**src/design/amt_fifo.sv**
```systemverilog
// Small register queue used between the front, the back and the result port.
`timescale 1ns / 1ps
module amt_fifo #(
    parameter int WIDTH = 8,
    parameter int DEPTH = 2
) (
    input  logic             i_clk,
    input  logic             i_rst_n,
    input  logic             i_wr,
    input  logic [WIDTH-1:0] i_data,
    input  logic             i_rd,
    output logic [WIDTH-1:0] o_data,
    output logic             o_full,
    output logic             o_empty
);
    localparam int PTR_W = (DEPTH > 1) ? $clog2(DEPTH) : 1;
    localparam int CNT_W = $clog2(DEPTH + 1);

    logic [WIDTH-1:0] r_mem [DEPTH];
    logic [PTR_W-1:0] r_wr_ptr, r_rd_ptr;
    logic [CNT_W-1:0] r_count;
    logic             wr_en, rd_en;

    assign o_full  = (r_count == CNT_W'(DEPTH));
    assign o_empty = (r_count == '0);
    assign wr_en   = i_wr && !o_full;
    assign rd_en   = i_rd && !o_empty;
    assign o_data  = r_mem[r_rd_ptr];

    always_ff @(posedge i_clk) begin
        if (wr_en) begin
            r_mem[r_wr_ptr] <= i_data;
        end
    end

    always_ff @(posedge i_clk) begin
        if (!i_rst_n) begin
            r_wr_ptr <= '0;
            r_rd_ptr <= '0;
            r_count  <= '0;
        end else begin
            if (wr_en) begin
                r_wr_ptr <= (r_wr_ptr == PTR_W'(DEPTH - 1)) ? '0 : r_wr_ptr + 1'b1;
            end
            if (rd_en) begin
                r_rd_ptr <= (r_rd_ptr == PTR_W'(DEPTH - 1)) ? '0 : r_rd_ptr + 1'b1;
            end
            if (wr_en && !rd_en) begin
                r_count <= r_count + 1'b1;
            end else if (rd_en && !wr_en) begin
                r_count <= r_count - 1'b1;
            end
        end
    end
endmodule

```
**config.mk**
```make
export PLATFORM = sky130hd
export DESIGN_NAME = amt_fifo
export DESIGN_NICKNAME = d
export VERILOG_FILES = /design/src/design/amt_fifo.sv
export SDC_FILE = /design/constraint.sdc
export NUM_CORES = 1
export LEC_CHECK = 0
export ABC_AREA = 1
export BUFFER_PORTS_ARGS = -buffer_cell sky130_fd_sc_hd__buf_2
export CAP_MARGIN = 20
export CELL_PAD_IN_SITES_DETAIL_PLACEMENT = 0
export CELL_PAD_IN_SITES_GLOBAL_PLACEMENT = 1
export CORE_MARGIN = 2
export CORE_UTILIZATION = 35
export CTS_BUF_LIST = sky130_fd_sc_hd__clkbuf_8 sky130_fd_sc_hd__clkbuf_16
export CTS_CLUSTER_DIAMETER = 40
export DETAILED_ROUTE_END_ITERATION = 6
export PLACE_DENSITY_LB_ADDON = 0.1
export SYNTH_ARGS = -nofsm -noshare
export SYNTH_HDL_FRONTEND = slang
export SYNTH_SLANG_ARGS = --single-unit
```
**constraint.sdc**
```tcl
create_clock -name i_clk -period 1.2 [get_ports i_clk]
set_input_delay 0.06 -clock i_clk [delete_from_list [all_inputs] [get_ports i_clk]]
set_output_delay 0.06 -clock i_clk [all_outputs]
set_load 0.01 [all_outputs]
```
==> reports/qor.txt <==
R2R Path Start -> r_count[1]$_SDFFE_PN0P_
# setup viols final -> 9
Internal reg-to-reg setup slack -> -10 ps
Number of vias in the routed layout -> 580
Non-filler cells in the finished layout -> 133
Final HPWL DP -> 995 um
Area of the core -> 2210 um^2
Maximum ir drop on the vdd rail -> 1.10 mV
Terminus of the critical flop-to-flop path -> r_count[1]$_SDFFE_PN0P_
Status -> finished with violations
Highest fanout seen on the critical path -> 8
Violations in the final reports -> setup timing
Area of placed instances -> 1070 um^2
Commonest non-fill, non-tap cell in the layout -> sky130_fd_sc_hd__edfxtp_1
Overall power consumption -> 2.59 mW
Initial Utilization -> 37.2%
Num Clock Sinks -> 21
Fraction of the yosys area taken by sequential cells -> 70.5%
Initial antenna violation count -> 0
Largest buffer count on any clock path -> 2
Number of DRC violations after detailed routing -> 0
Dpl ws -> 6.82 ps
Fraction of final layout cells with drive strength greater than 1 -> 57.1%
Most area-consuming cells after synthesis -> sky130_fd_sc_hd__edfxtp_1 (58%), sky130_fd_sc_hd__dfxtp_1 (12%), sky130_fd_sc_hd__mux2_2 (11%)
Leakage power of the design -> 0.558 nW
Maximum number of pins on one net before global-route repair -> 13
Total number of placement rows -> 17
Die H -> 52.5 um
Worst path setup slack after routing -> -20.3 ps
Detail Route Antenna Nets -> 0
Post-Synthesis Cells -> 63
Worst Hold Slack -> 37.2 ps
RSZ-0062 raised after global routing -> true
Number of maximum-capacitance violations -> 0
Gr usage total -> 12.4%
Yosys Warn Count -> 0
Final standard cell area without fillers -> 1320 um^2
Post-synthesis area per instance -> 13.1 um^2
Critical Path Source Type -> flip-flop
Part of the cycle the worst path needs -> 102%
Vias in the first global route -> 562
Post-synth net total -> 76
Relative max-transition margin -> 89.3%
Count of placed standard cells including taps -> 121
Number of primary I/O pins -> 22
Latest clock arrival within the worst-skew pair -> 250 ps
Top cell type by total area after synthesis -> sky130_fd_sc_hd__edfxtp_1
Overall die area -> 2760 um^2
Kind of path behind the tightest hold check -> in -> reg
Routed wire length per instance -> 10.9 um
Final worst clock skew -> 2.31 ps
Number of nets in the final layout -> 119
Most frequent cells in the layout -> sky130_fd_sc_hd__edfxtp_1 (16), sky130_fd_sc_hd__buf_2 (13), sky130_fd_sc_hd__buf_6 (9)
Number of antenna repair diodes -> 0
Count of fill cells added during filler insertion -> 178
Count of input and output buffers -> 21
# H-tree levels -> 1
Number of synthesized register bits -> 21
Fin. Hold Viols -> 0
Reg2reg path depth -> 9
Number of pins exceeding their max-slew limit in the final report -> 0
Setup Total Neg Slack -> -130 ps
Crit end category -> output port
Global-route wire length before repair -> 2.32 mm
Clock tree from TritonCTS -> done
TritonRoute pass-1 iters -> 4
Wire length after detailed routing -> 1.45 mm
Area growth from synthesis to layout -> 60.3%
Post-synth top area share -> 58.4%
Post-CTS Setup Bufs -> 0
Setup crit end -> o_data[7]
Clock period minus worst slack -> 1220 ps
Total overflow reported by the global router -> 0
Fraction of the core area covered by cells at the end of the flow -> 59.7%
F_max -> 0.819 GHz
Power density over the cells -> 1960 nW/um^2
Least-Margin Pin Slew -> 159 ps
Clock slew seen by the registers of the worst setup and hold paths -> 70 ps
Combined area of all synthesized cells -> 823 um^2
Detail-routed via count per cell -> 4.36
Class of the most critical setup path -> reg -> out
Last weighted congestion value of the routability-driven placer -> 0.676
First-iteration detailed-routing DRC count -> 6
Critical path required time -> 1140 ps
Netlist cell types -> 15
Inserted Clock Buffers -> 3
Data arrival time of the worst path -> 1160 ps
Die X -> 52.5 um
Clock tree root buffer cell -> sky130_fd_sc_hd__clkbuf_8
==> logic make-up after synthesis <==
group	count (synthesis)	share of synthesized area, %
compound gates	4	2.89
fa+ha+maj	1	1.52
buf+inv	10	4.71
flops	21	70.5
mux	8	10.9
simple gates	19	9.42
==> cells in the mapped netlist <==
cell                       instances
sky130_fd_sc_hd__edfxtp_1         16
sky130_fd_sc_hd__nor2_1           10
sky130_fd_sc_hd__inv_1             8
sky130_fd_sc_hd__mux2_2            8
sky130_fd_sc_hd__nand2_1           6
sky130_fd_sc_hd__dfxtp_1           5
sky130_fd_sc_hd__o21ai_0           2
sky130_fd_sc_hd__a21oi_1           1
sky130_fd_sc_hd__buf_2             1
sky130_fd_sc_hd__ha_1              1
sky130_fd_sc_hd__inv_2             1
sky130_fd_sc_hd__nand3_1           1
sky130_fd_sc_hd__nand4_1           1
sky130_fd_sc_hd__nor2_2            1
sky130_fd_sc_hd__o21ai_2           1
==> state kept, by name (all words and copies together) (netlist names), named ones only <==
name	cells
r_mem	16
r_count	2
r_rd_ptr	1
r_wr_ptr	1
==> per-layer routing <==
layer	up-vias	global-route usage (%)	part of all wire [%]
li1	295	-	-
met3	0	2.57	3.3
met2	11	22.9	55
met1	274	12.3	41
met5	-	0	0
met4	0	7.69	0
==> layout make-up <==
| type | instances | area, um^2 | share of cell area, % |
|---|---|---|---|
| multi-input combinational | 32 | 287 | 21.7 |
| timing repair buffer | 39 | 327 | 24.7 |
| clock inverter | 1 | 5.00 | 0.379 |
| inverter | 9 | 36.3 | 2.75 |
| tap | 28 | 35.0 | 2.65 |
| sequential | 21 | 589 | 44.6 |
| clock buffer | 3 | 41.3 | 3.13 |
==> power by group <==
| part | total [mW] | switching [mW] | internal, mW |
|---|---|---|---|
| Sequential | 1.04 | 0.0876 | 0.950 |
| Clock | 0.452 | 0.221 | 0.231 |
| Combinational | 1.10 | 0.481 | 0.616 |
==> how the worst min path moves through the flow <==
| stage | slack [ps] | depth (start not counted) | from | endpoint |
|---|---|---|---|---|
| 2_1_floorplan | 160 | 0 | i_data[0] | r_mem[0][0]$_DFFE_PP_ |
| 3_3_place_gp | 250 | 1 | i_data[3] | r_mem[0][3]$_DFFE_PP_ |
| 3_5_place_dp | 250 | 1 | i_data[3] | r_mem[0][3]$_DFFE_PP_ |
| 4_1_cts | 40 | 3 | i_rst_n | r_count[1]$_SDFFE_PN0P_ |
| 5_1_grt | 60 | 3 | i_rst_n | r_count[1]$_SDFFE_PN0P_ |
| 6_report | 40 | 3 | i_rst_n | r_count[1]$_SDFFE_PN0P_ |
==> worst max-delay path, stage by stage, from the launching register on <==
cell	delay [ps]
sky130_fd_sc_hd__dfxtp_2	340
sky130_fd_sc_hd__buf_12	130
sky130_fd_sc_hd__mux2_4	310
sky130_fd_sc_hd__buf_6	120
==> what timing repair did <==
action | CTS | global route
gates resized for setup | 17 | 13
gates cloned | 0 | 0
setup endpoints to repair | 14 | 17
hold buffers | 8 | 0
hold endpoints to repair | 16 | 0
pin swaps | 1 | 6
Note: power is estimated with default switching activity, not from simulation.
